### src/hdl/pixel_format_converter_top_assert.svh
// Assertion macros for the pixel format converter top level.
`ifndef PIXEL_FORMAT_CONVERTER_TOP_ASSERT_SVH
`define PIXEL_FORMAT_CONVERTER_TOP_ASSERT_SVH

// Same-cycle implication, sampled on clk, off during rst.
`define PFC_ASSERT_IMP(label, pre, post) \
  label: assert property (@(posedge clk) disable iff (rst) (pre) |-> (post)) \
    else $error("pixel format converter: implication check failed");

// Next-cycle implication, sampled on clk, off during rst.
`define PFC_ASSERT_NEXT(label, pre, post) \
  label: assert property (@(posedge clk) disable iff (rst) (pre) |=> (post)) \
    else $error("pixel format converter: next-cycle check failed");

`endif

### src/hdl/pfc_pkg.sv
// Types, layout codes and helper functions for the pixel format converter.
package pfc_pkg;

  localparam int CH_W      = 8;
  localparam int PIX_W     = 32;
  localparam int LANES     = 3;
  localparam int NUM_CELLS = CH_W;

  localparam int LANE_R = 0;
  localparam int LANE_G = 1;
  localparam int LANE_B = 2;

  localparam logic [CH_W-1:0] CHAN_MAX = 8'hFF;

  typedef logic [2:0] fmt_t;

  localparam fmt_t FMT_BGRA = 3'd0;
  localparam fmt_t FMT_BGRX = 3'd1;
  localparam fmt_t FMT_RGBA = 3'd2;
  localparam fmt_t FMT_RGBX = 3'd3;
  localparam fmt_t FMT_BGR  = 3'd4;
  localparam fmt_t FMT_RGB  = 3'd5;

  typedef enum logic [1:0] {
    REG_SRC_FORMAT     = 2'd0,
    REG_SRC_ALPHA_MODE = 2'd1,
    REG_DST_FORMAT     = 2'd2,
    REG_DST_ALPHA_MODE = 2'd3
  } reg_idx_t;

  typedef struct packed {
    fmt_t src_format;
    logic src_alpha_mode;
    fmt_t dst_format;
    logic dst_alpha_mode;
  } cfg_t;

  // One color channel on its way through the divider chain.
  typedef struct packed {
    logic [CH_W-1:0] part;  // partial remainder, below alpha unless saturated
    logic [CH_W-1:0] low;   // numerator bits still to shift in
    logic [CH_W-1:0] quo;   // quotient bits so far
    logic [CH_W-1:0] orig;  // channel as read from the source word
    logic            sat;   // quotient would exceed the channel range
  } lane_t;

  typedef struct packed {
    lane_t [LANES-1:0] lane;
    logic [CH_W-1:0]   alpha;
    logic              bypass;  // keep the channel as read
  } cell_data_t;

  function automatic logic is_bgr_order(fmt_t f);
    return (f == FMT_BGRA) || (f == FMT_BGRX) || (f == FMT_BGR);
  endfunction

  function automatic logic is_rgb_order(fmt_t f);
    return (f == FMT_RGBA) || (f == FMT_RGBX) || (f == FMT_RGB);
  endfunction

  function automatic logic has_alpha(fmt_t f);
    return (f == FMT_BGRA) || (f == FMT_RGBA);
  endfunction

endpackage

### src/hdl/pixel_format_converter_top.sv
// Pixel format converter top level: configuration registers, unpack, divider chain, output.
// Converts one 32-bit pixel a clock between BGRA, BGRX, RGBA, RGBX, BGR and RGB layouts
// (codes 6 and 7 are indexed: channels read as zero, output word is zero), with optional
// unpremultiply of the source and premultiply for the target. The stages are one
// unpack stage, a chain of eight divider cells that each resolve one quotient bit of
// c*255/alpha for all three color channels, one multiply stage and one pack stage that
// also serves as the output register. Every stage has its own valid bit, so a new beat is
// taken each cycle while the chain has room, and a stalled output backs up only as far as
// needed. Write the registers only while no beat is in flight.
`include "pixel_format_converter_top_assert.svh"

module pixel_format_converter_top (
  input  logic        clk,
  input  logic        rst,
  input  logic        s_tvalid,
  output logic        s_tready,
  input  logic [31:0] s_tdata,   // [31:0] pixel_in
  output logic        m_tvalid,
  input  logic        m_tready,
  output logic [31:0] m_tdata,   // [31:0] pixel_out
  input  logic        psel,
  input  logic        penable,
  input  logic        pwrite,
  input  logic [3:0]  paddr,
  input  logic [31:0] pwdata,
  output logic [31:0] prdata,
  output logic        pready
);

  localparam int MID_CELL = pfc_pkg::NUM_CELLS / 2;

  pfc_pkg::cfg_t       cfg;
  pfc_pkg::reg_idx_t   reg_idx;
  logic                cfg_write;
  pfc_pkg::cell_data_t cd [pfc_pkg::NUM_CELLS+1];
  logic                cv [pfc_pkg::NUM_CELLS+1];
  logic                cr [pfc_pkg::NUM_CELLS+1];

  assign pready    = 1'b1;
  assign reg_idx   = pfc_pkg::reg_idx_t'(paddr[3:2]);
  assign cfg_write = psel && penable && pwrite && pready;

  always_ff @(posedge clk) begin
    if (rst) begin
      cfg <= '0;
    end else if (cfg_write) begin
      case (reg_idx)
        pfc_pkg::REG_SRC_FORMAT:     cfg.src_format     <= pwdata[2:0];
        pfc_pkg::REG_SRC_ALPHA_MODE: cfg.src_alpha_mode <= pwdata[0];
        pfc_pkg::REG_DST_FORMAT:     cfg.dst_format     <= pwdata[2:0];
        pfc_pkg::REG_DST_ALPHA_MODE: cfg.dst_alpha_mode <= pwdata[0];
        default: ;
      endcase
    end
  end

  always_comb begin
    case (reg_idx)
      pfc_pkg::REG_SRC_FORMAT:     prdata = {29'b0, cfg.src_format};
      pfc_pkg::REG_SRC_ALPHA_MODE: prdata = {31'b0, cfg.src_alpha_mode};
      pfc_pkg::REG_DST_FORMAT:     prdata = {29'b0, cfg.dst_format};
      pfc_pkg::REG_DST_ALPHA_MODE: prdata = {31'b0, cfg.dst_alpha_mode};
      default:                     prdata = '0;
    endcase
  end

  pfc_unpack u_unpack (
    .clk       (clk),
    .rst       (rst),
    .cfg       (cfg),
    .in_valid  (s_tvalid),
    .in_ready  (s_tready),
    .pixel     (s_tdata),
    .out_valid (cv[0]),
    .out_ready (cr[0]),
    .out_data  (cd[0])
  );

  for (genvar i = 0; i < pfc_pkg::NUM_CELLS; i++) begin : g_cell
    pfc_cell u_cell (
      .clk       (clk),
      .rst       (rst),
      .in_valid  (cv[i]),
      .in_ready  (cr[i]),
      .in_data   (cd[i]),
      .out_valid (cv[i+1]),
      .out_ready (cr[i+1]),
      .out_data  (cd[i+1])
    );
  end

  pfc_scale u_scale (
    .clk       (clk),
    .rst       (rst),
    .cfg       (cfg),
    .in_valid  (cv[pfc_pkg::NUM_CELLS]),
    .in_ready  (cr[pfc_pkg::NUM_CELLS]),
    .in_data   (cd[pfc_pkg::NUM_CELLS]),
    .out_valid (m_tvalid),
    .out_ready (m_tready),
    .pixel     (m_tdata)
  );

  // an accepted beat lands in the unpack stage
  `PFC_ASSERT_NEXT(a_load, s_tvalid && s_tready, cv[0])
  // a cell that hands off fills its neighbor
  `PFC_ASSERT_NEXT(a_handoff, cv[MID_CELL-1] && cr[MID_CELL], cv[MID_CELL])
  // the last cell keeps its beat while the output side is full
  `PFC_ASSERT_NEXT(a_hold, cv[pfc_pkg::NUM_CELLS] && !cr[pfc_pkg::NUM_CELLS],
                   cv[pfc_pkg::NUM_CELLS])
  // an empty unpack stage always takes a beat
  `PFC_ASSERT_IMP(a_ready, !cv[0], s_tready)

endmodule

### src/hdl/pfc_unpack.sv
// Input stage: splits the source word into channels and seeds the divider chain.
module pfc_unpack (
  input  logic                        clk,
  input  logic                        rst,
  input  pfc_pkg::cfg_t               cfg,
  input  logic                        in_valid,
  output logic                        in_ready,
  input  logic [pfc_pkg::PIX_W-1:0]   pixel,
  output logic                        out_valid,
  input  logic                        out_ready,
  output pfc_pkg::cell_data_t         out_data
);

  pfc_pkg::cell_data_t data_next;
  logic [pfc_pkg::LANES-1:0][pfc_pkg::CH_W-1:0] chan;
  logic [pfc_pkg::CH_W-1:0] alpha;
  logic [2*pfc_pkg::CH_W-1:0] num [pfc_pkg::LANES];
  logic [pfc_pkg::CH_W-1:0] b0, b1, b2, b3;

  assign b0 = pixel[7:0];
  assign b1 = pixel[15:8];
  assign b2 = pixel[23:16];
  assign b3 = pixel[31:24];

  always_comb begin
    chan  = '0;
    alpha = '0;
    if (pfc_pkg::is_bgr_order(cfg.src_format)) begin
      chan[pfc_pkg::LANE_B] = b0;
      chan[pfc_pkg::LANE_G] = b1;
      chan[pfc_pkg::LANE_R] = b2;
      alpha = pfc_pkg::has_alpha(cfg.src_format) ? b3 : pfc_pkg::CHAN_MAX;
    end else if (pfc_pkg::is_rgb_order(cfg.src_format)) begin
      chan[pfc_pkg::LANE_R] = b0;
      chan[pfc_pkg::LANE_G] = b1;
      chan[pfc_pkg::LANE_B] = b2;
      alpha = pfc_pkg::has_alpha(cfg.src_format) ? b3 : pfc_pkg::CHAN_MAX;
    end
  end

  // Numerator c*255 = c*256 - c; quotient overflows when its top byte reaches alpha.
  always_comb begin
    data_next.alpha  = alpha;
    data_next.bypass = !cfg.src_alpha_mode || (alpha == '0);
    for (int i = 0; i < pfc_pkg::LANES; i++) begin
      num[i] = {chan[i], {pfc_pkg::CH_W{1'b0}}} - {{pfc_pkg::CH_W{1'b0}}, chan[i]};
      data_next.lane[i].part = num[i][2*pfc_pkg::CH_W-1:pfc_pkg::CH_W];
      data_next.lane[i].low  = num[i][pfc_pkg::CH_W-1:0];
      data_next.lane[i].quo  = '0;
      data_next.lane[i].orig = chan[i];
      data_next.lane[i].sat  = num[i][2*pfc_pkg::CH_W-1:pfc_pkg::CH_W] >= alpha;
    end
  end

  assign in_ready = !out_valid || out_ready;

  always_ff @(posedge clk) begin
    if (rst) begin
      out_valid <= 1'b0;
    end else if (in_ready) begin
      out_valid <= in_valid;
    end
  end

  always_ff @(posedge clk) begin
    if (in_valid && in_ready) begin
      out_data <= data_next;
    end
  end

endmodule

### src/hdl/pfc_cell.sv
// Divider cell: one restoring step, one quotient bit for each color lane.
module pfc_cell (
  input  logic                clk,
  input  logic                rst,
  input  logic                in_valid,
  output logic                in_ready,
  input  pfc_pkg::cell_data_t in_data,
  output logic                out_valid,
  input  logic                out_ready,
  output pfc_pkg::cell_data_t out_data
);

  pfc_pkg::cell_data_t data_next;
  logic [pfc_pkg::CH_W:0] rem [pfc_pkg::LANES];
  logic [pfc_pkg::CH_W:0] diff [pfc_pkg::LANES];
  logic                   ge [pfc_pkg::LANES];

  always_comb begin
    data_next = in_data;
    for (int i = 0; i < pfc_pkg::LANES; i++) begin
      // shift the next numerator bit into the partial remainder
      rem[i]  = {in_data.lane[i].part, in_data.lane[i].low[pfc_pkg::CH_W-1]};
      diff[i] = rem[i] - {1'b0, in_data.alpha};
      ge[i]   = rem[i] >= {1'b0, in_data.alpha};
      data_next.lane[i].part = ge[i] ? diff[i][pfc_pkg::CH_W-1:0]
                                     : rem[i][pfc_pkg::CH_W-1:0];
      data_next.lane[i].low  = {in_data.lane[i].low[pfc_pkg::CH_W-2:0], 1'b0};
      data_next.lane[i].quo  = {in_data.lane[i].quo[pfc_pkg::CH_W-2:0], ge[i]};
    end
  end

  assign in_ready = !out_valid || out_ready;

  always_ff @(posedge clk) begin
    if (rst) begin
      out_valid <= 1'b0;
    end else if (in_ready) begin
      out_valid <= in_valid;
    end
  end

  always_ff @(posedge clk) begin
    if (in_valid && in_ready) begin
      out_data <= data_next;
    end
  end

endmodule

### src/hdl/pfc_scale.sv
// Output stages: picks the straight channel, premultiplies by alpha, packs the target word.
module pfc_scale (
  input  logic                      clk,
  input  logic                      rst,
  input  pfc_pkg::cfg_t             cfg,
  input  logic                      in_valid,
  output logic                      in_ready,
  input  pfc_pkg::cell_data_t       in_data,
  output logic                      out_valid,
  input  logic                      out_ready,
  output logic [pfc_pkg::PIX_W-1:0] pixel
);

  logic [pfc_pkg::CH_W-1:0]   chan [pfc_pkg::LANES];
  logic [pfc_pkg::CH_W-1:0]   factor;
  logic [2*pfc_pkg::CH_W-1:0] prod [pfc_pkg::LANES];
  logic [pfc_pkg::CH_W-1:0]   alpha;
  logic                       prod_valid;
  logic                       pack_ready;
  logic [2*pfc_pkg::CH_W:0]   sum [pfc_pkg::LANES];
  logic [pfc_pkg::CH_W-1:0]   res [pfc_pkg::LANES];
  logic [pfc_pkg::PIX_W-1:0]  pixel_next;

  // A straight target multiplies by 255 so the shared divide gives the channel back.
  assign factor = cfg.dst_alpha_mode ? in_data.alpha : pfc_pkg::CHAN_MAX;

  always_comb begin
    for (int i = 0; i < pfc_pkg::LANES; i++) begin
      if (in_data.bypass) begin
        chan[i] = in_data.lane[i].orig;
      end else if (in_data.lane[i].sat) begin
        chan[i] = pfc_pkg::CHAN_MAX;
      end else begin
        chan[i] = in_data.lane[i].quo;
      end
    end
  end

  assign in_ready   = !prod_valid || pack_ready;
  assign pack_ready = !out_valid || out_ready;

  always_ff @(posedge clk) begin
    if (rst) begin
      prod_valid <= 1'b0;
    end else if (in_ready) begin
      prod_valid <= in_valid;
    end
  end

  always_ff @(posedge clk) begin
    if (in_valid && in_ready) begin
      alpha <= in_data.alpha;
      for (int i = 0; i < pfc_pkg::LANES; i++) begin
        prod[i] <= chan[i] * factor;
      end
    end
  end

  // floor(p/255) as (p + 1 + p/256) / 256, exact for p up to 255*255
  always_comb begin
    for (int i = 0; i < pfc_pkg::LANES; i++) begin
      sum[i] = {1'b0, prod[i]} + {{2*pfc_pkg::CH_W{1'b0}}, 1'b1}
             + {{(pfc_pkg::CH_W+1){1'b0}}, prod[i][2*pfc_pkg::CH_W-1:pfc_pkg::CH_W]};
      res[i] = sum[i][2*pfc_pkg::CH_W-1:pfc_pkg::CH_W];
    end
  end

  always_comb begin
    pixel_next = '0;
    if (pfc_pkg::is_bgr_order(cfg.dst_format)) begin
      pixel_next[7:0]   = res[pfc_pkg::LANE_B];
      pixel_next[15:8]  = res[pfc_pkg::LANE_G];
      pixel_next[23:16] = res[pfc_pkg::LANE_R];
    end else if (pfc_pkg::is_rgb_order(cfg.dst_format)) begin
      pixel_next[7:0]   = res[pfc_pkg::LANE_R];
      pixel_next[15:8]  = res[pfc_pkg::LANE_G];
      pixel_next[23:16] = res[pfc_pkg::LANE_B];
    end
    if (pfc_pkg::has_alpha(cfg.dst_format)) begin
      pixel_next[31:24] = alpha;
    end
  end

  always_ff @(posedge clk) begin
    if (rst) begin
      out_valid <= 1'b0;
    end else if (pack_ready) begin
      out_valid <= prod_valid;
    end
  end

  always_ff @(posedge clk) begin
    if (prod_valid && pack_ready) begin
      pixel <= pixel_next;
    end
  end

endmodule

### config.mk
export PLATFORM = sky130hd
export DESIGN_NAME = pixel_format_converter_top
export DESIGN_NICKNAME = d
export VERILOG_FILES = /design/src/hdl/pfc_pkg.sv /design/src/hdl/pixel_format_converter_top.sv /design/src/hdl/pfc_unpack.sv /design/src/hdl/pfc_cell.sv /design/src/hdl/pfc_scale.sv
export VERILOG_INCLUDE_DIRS = /design/src /design/src/hdl
export SDC_FILE = /design/constraint.sdc
export NUM_CORES = 2
export LEC_CHECK = 0
export BUFFER_PORTS_ARGS = -buffer_cell sky130_fd_sc_hd__buf_2
export CAP_MARGIN = 30
export CORE_AREA = 2 2 283 285
export DETAILED_ROUTE_END_ITERATION = 7
export DIE_AREA = 0 0 285 287
export GPL_TIMING_DRIVEN = 0
export HOLD_SLACK_MARGIN = 0.03
export PLACE_DENSITY = 0.73
export SETUP_SLACK_MARGIN = 0.05
export SKIP_LAST_GASP = 1
export SLEW_MARGIN = 20
export SYNTH_ARGS = -nofsm -noshare
export SYNTH_HDL_FRONTEND = slang
export SYNTH_SLANG_ARGS = --single-unit
### constraint.sdc
create_clock -name clk -period 25.4 [get_ports clk]
set_clock_uncertainty 0.2 [all_clocks]
set_input_delay 5.08 -clock clk [delete_from_list [all_inputs] [get_ports clk]]
set_output_delay 5.08 -clock clk [all_outputs]
set_load 0.02 [all_outputs]
==> results.cfg <==
[detailed_routing]
drc = 0
vias_per_cell = 5.605
post_drt_wl_per_cell_um = 18.92
drtPass1Iterations = 8
antenna_left = 0
via_count = 26960
routed_wl_um = 91030
drt_iter0_markers = 1682

[critical_path]
critPathArrivalTime_ns = 7.24
cp.required_ns = 20.12
critPathCaptureType = output port
start_kind = input pin
crit_top_cell = buf_2
slowest_delay_ns = 0.68
cp_slowest_cell = nor2_1
worst-setup-path-type = input pin to output port
path_cells = buf_2, nor3b_2, nand3_1, nor2_1, nand4_1, buf_2
path_max_fanout = 7

[synth]
synth_top_area_share_pct = 53.58
synth_ff_type = edfxtp_1
avgSynthCellArea_um2 = 12.83
ys_types = 76
synthArstFlopShare_pct = 0
synth.ff_latch_count = 815
synthCells = 3477
yosysMostFrequentCell = edfxtp_1
synth-edff-count = 796
synth_common_cells = 796 x edfxtp_1, 366 x nor2_1, 364 x inv_1
post-synth-top-area-cell = edfxtp_1
syn_area_mm2 = 0.04461
yosys_warnings = 0
yosysSeqAreaShare_pct = 54.44
ys_top_cells_by_area = edfxtp_1 54%, ha_1 9.8%, fa_1 5.8%

[power_and_ir_drop]
p_int_mw = 2.322
leakage_nw = 18.90
switching_share_pct = 22.37
power_frac_seq_pct = 50.8
powerDensity_mw_per_mm2 = 59.93
power_frac_comb_pct = 8.6
power_mw = 2.991
max-vdd-ir-drop_uv = 63.54
p_sw_mw = 0.6690
clkPwrFrac_pct = 40.5

[sta]
finalSetupViolations = 0
max_freq_mhz = 79.84
hold_violations = 0
setup_tns_ns = 0
rsz0062_at_grt = no
worst_pin_slew_ns = 0.9773
relSlewSlack_pct = 34.16
period_share_pct = 49.31
slew_violations = 0
period_minus_slack_ns = 12.52

[final_layout]
final_nets = 4251
area_growth_syn_to_layout_pct = 11.90
final_cell_area_mm2 = 0.04992
fin_cells = 4811
utilization_pct = 63.50
regArea_mm2 = 0.02428
drive_gt1_share_pct = 13.40
fillers = 5800
multi_input_area_mm2 = 0.01873

[hold_path]
min_path_type = flip-flop to flip-flop

[grt]
antenna_found_initial = 1
grt_pass1_vias = 26630
grt_pass1_wl_um = 142600
overflow = 0
grt_usage_pct = 22.29
grt_max_degree = 59

[status]
status = complete, no violations

[place]
dpl.cell_count = 4659
dpl_cell_area_mm2 = 0.04718
hpwlAfterDp_um = 68140
portBuffers = 78
place_congestion = 0.8862

[die]
coreArea_mm2 = 0.07861
ios = 142
die_h_um = 287
initial_core_util_pct = 56.75
die_area_mm2 = 0.08180
rows = 103
die_w_um = 285

[flow_run]
drv_cap = 0

[clock_network]
post-cts-setup-buffers = 0
cts_sinks = 815
clock_path_buffers = 3
cts_root_buf = clkbuf_16
clock_latency_ns = 0.63
cts.htree.levels = 3
numCtsBuffers = 83
cts_tree = done
cts.clk_slew.worst_paths_ns = 0.06
ctsResizeCount = 0
hold_buffers = 0
[flip-flops by register name (all words and copies together) (netlist names)]
| signal | flops |
|---|---|
| g_cell.u_cell.out_data | 627 |
| u_unpack.out_data | 81 |
| u_scale.prod | 48 |
| u_scale.pixel | 32 |
| cfg | 8 |
| g_cell.u_cell.out_valid | 8 |
| u_scale.alpha | 8 |
| u_scale.out_valid | 1 |
| u_scale.prod_valid | 1 |
| u_unpack.out_valid | 1 |
[worst max-delay path: cells and delay by family]
family        cells  cell delay, ns
buf+inv           2            0.34
simple gates      4            1.82
[final cells by class]
class	count	share of cell area, %
antenna	1	0.005013
sequential	815	48.65
timing repair buffer	106	2.120
tap	1050	2.632
clock buffer	107	4.547
inverter	364	2.737
multi-input combinational	2250	37.51
buffer	76	0.8948
clock inverter	42	0.9073
[layout by cell type (no fill, tap or decap), drive strengths merged, types with 15 or more instances in the layout]
master    n
inv     368
ha      351
conb     30
or2      51
buf     149
mux2    107
nor2    367
a21oi   124
and2     18
nand2b   15
a21boi   53
nor3     65
edfxtp  796
o21a     72
nand2   104
nand3    26
o31ai    25
nor4     25
fa      129
nand4    54
xor2     34
a211oi   30
clkinv   28
xnor2    66
o22ai    36
mux2i    85
dfxtp    19
o31a     22
clkbuf  139
nor2b    85
o21ai   135
[power by group through the flow]
stage          logic (mW)  clock network, mW  registers (mW)
2_1_floorplan       0.193                  0            1.54
3_3_place_gp        0.242                  0            1.55
3_5_place_dp        0.254                  0            1.55
4_1_cts             0.257               1.23            1.52
5_1_grt             0.288               1.28            1.52
6_report            0.258               1.21            1.52
[stage by stage]
step | hold WS (ns) | setup slack, ns
final | 0.2034 | 12.88
after global routing | 0.2200 | 12.76
after CTS | 0.2063 | 12.87
after detailed placement | 0.2045 | 13.05
after global placement | 0.2024 | 10.82
after floorplan | 0.2003 | 13.31
[final timing paths]
| check | from | to | slack, ns | cells after the start |
|---|---|---|---|---|
| setup / recovery | m_tready | s_tready | 12.88 | 6 |
| setup reg to reg | cfg[0] | u_scale.prod[0][30] | 18.86 | 16 |
| hold / removal | g_cell[5].u_cell.out_data[18] | g_cell[6].u_cell.out_data[19] | 0.20 | 0 |
| hold reg to reg | g_cell[5].u_cell.out_data[18] | g_cell[6].u_cell.out_data[19] | 0.20 | 0 |
[routing by layer]
metal / up-vias / track usage (%) / wire length (µm)
met4: 2 / 8.730 / 3579
met3: 205 / 3.079 / 3932
met1: 13040 / 27.78 / 37450
li1: 13050 / - / -
met2: 674 / 39.45 / 46060
met5: - / 0 / 11
[cells by family after synthesis]
family | Yosys count | synth area share, %
fa+ha+maj | 480 | 15.63
other cells | 2 | 0.01684
mux | 193 | 4.659
buf+inv | 440 | 4.064
compound gates | 585 | 9.783
xor+xnor | 100 | 1.963
flops | 815 | 54.44
simple gates | 862 | 9.444
No activity file was read; power rests on OpenSTA's default activity.
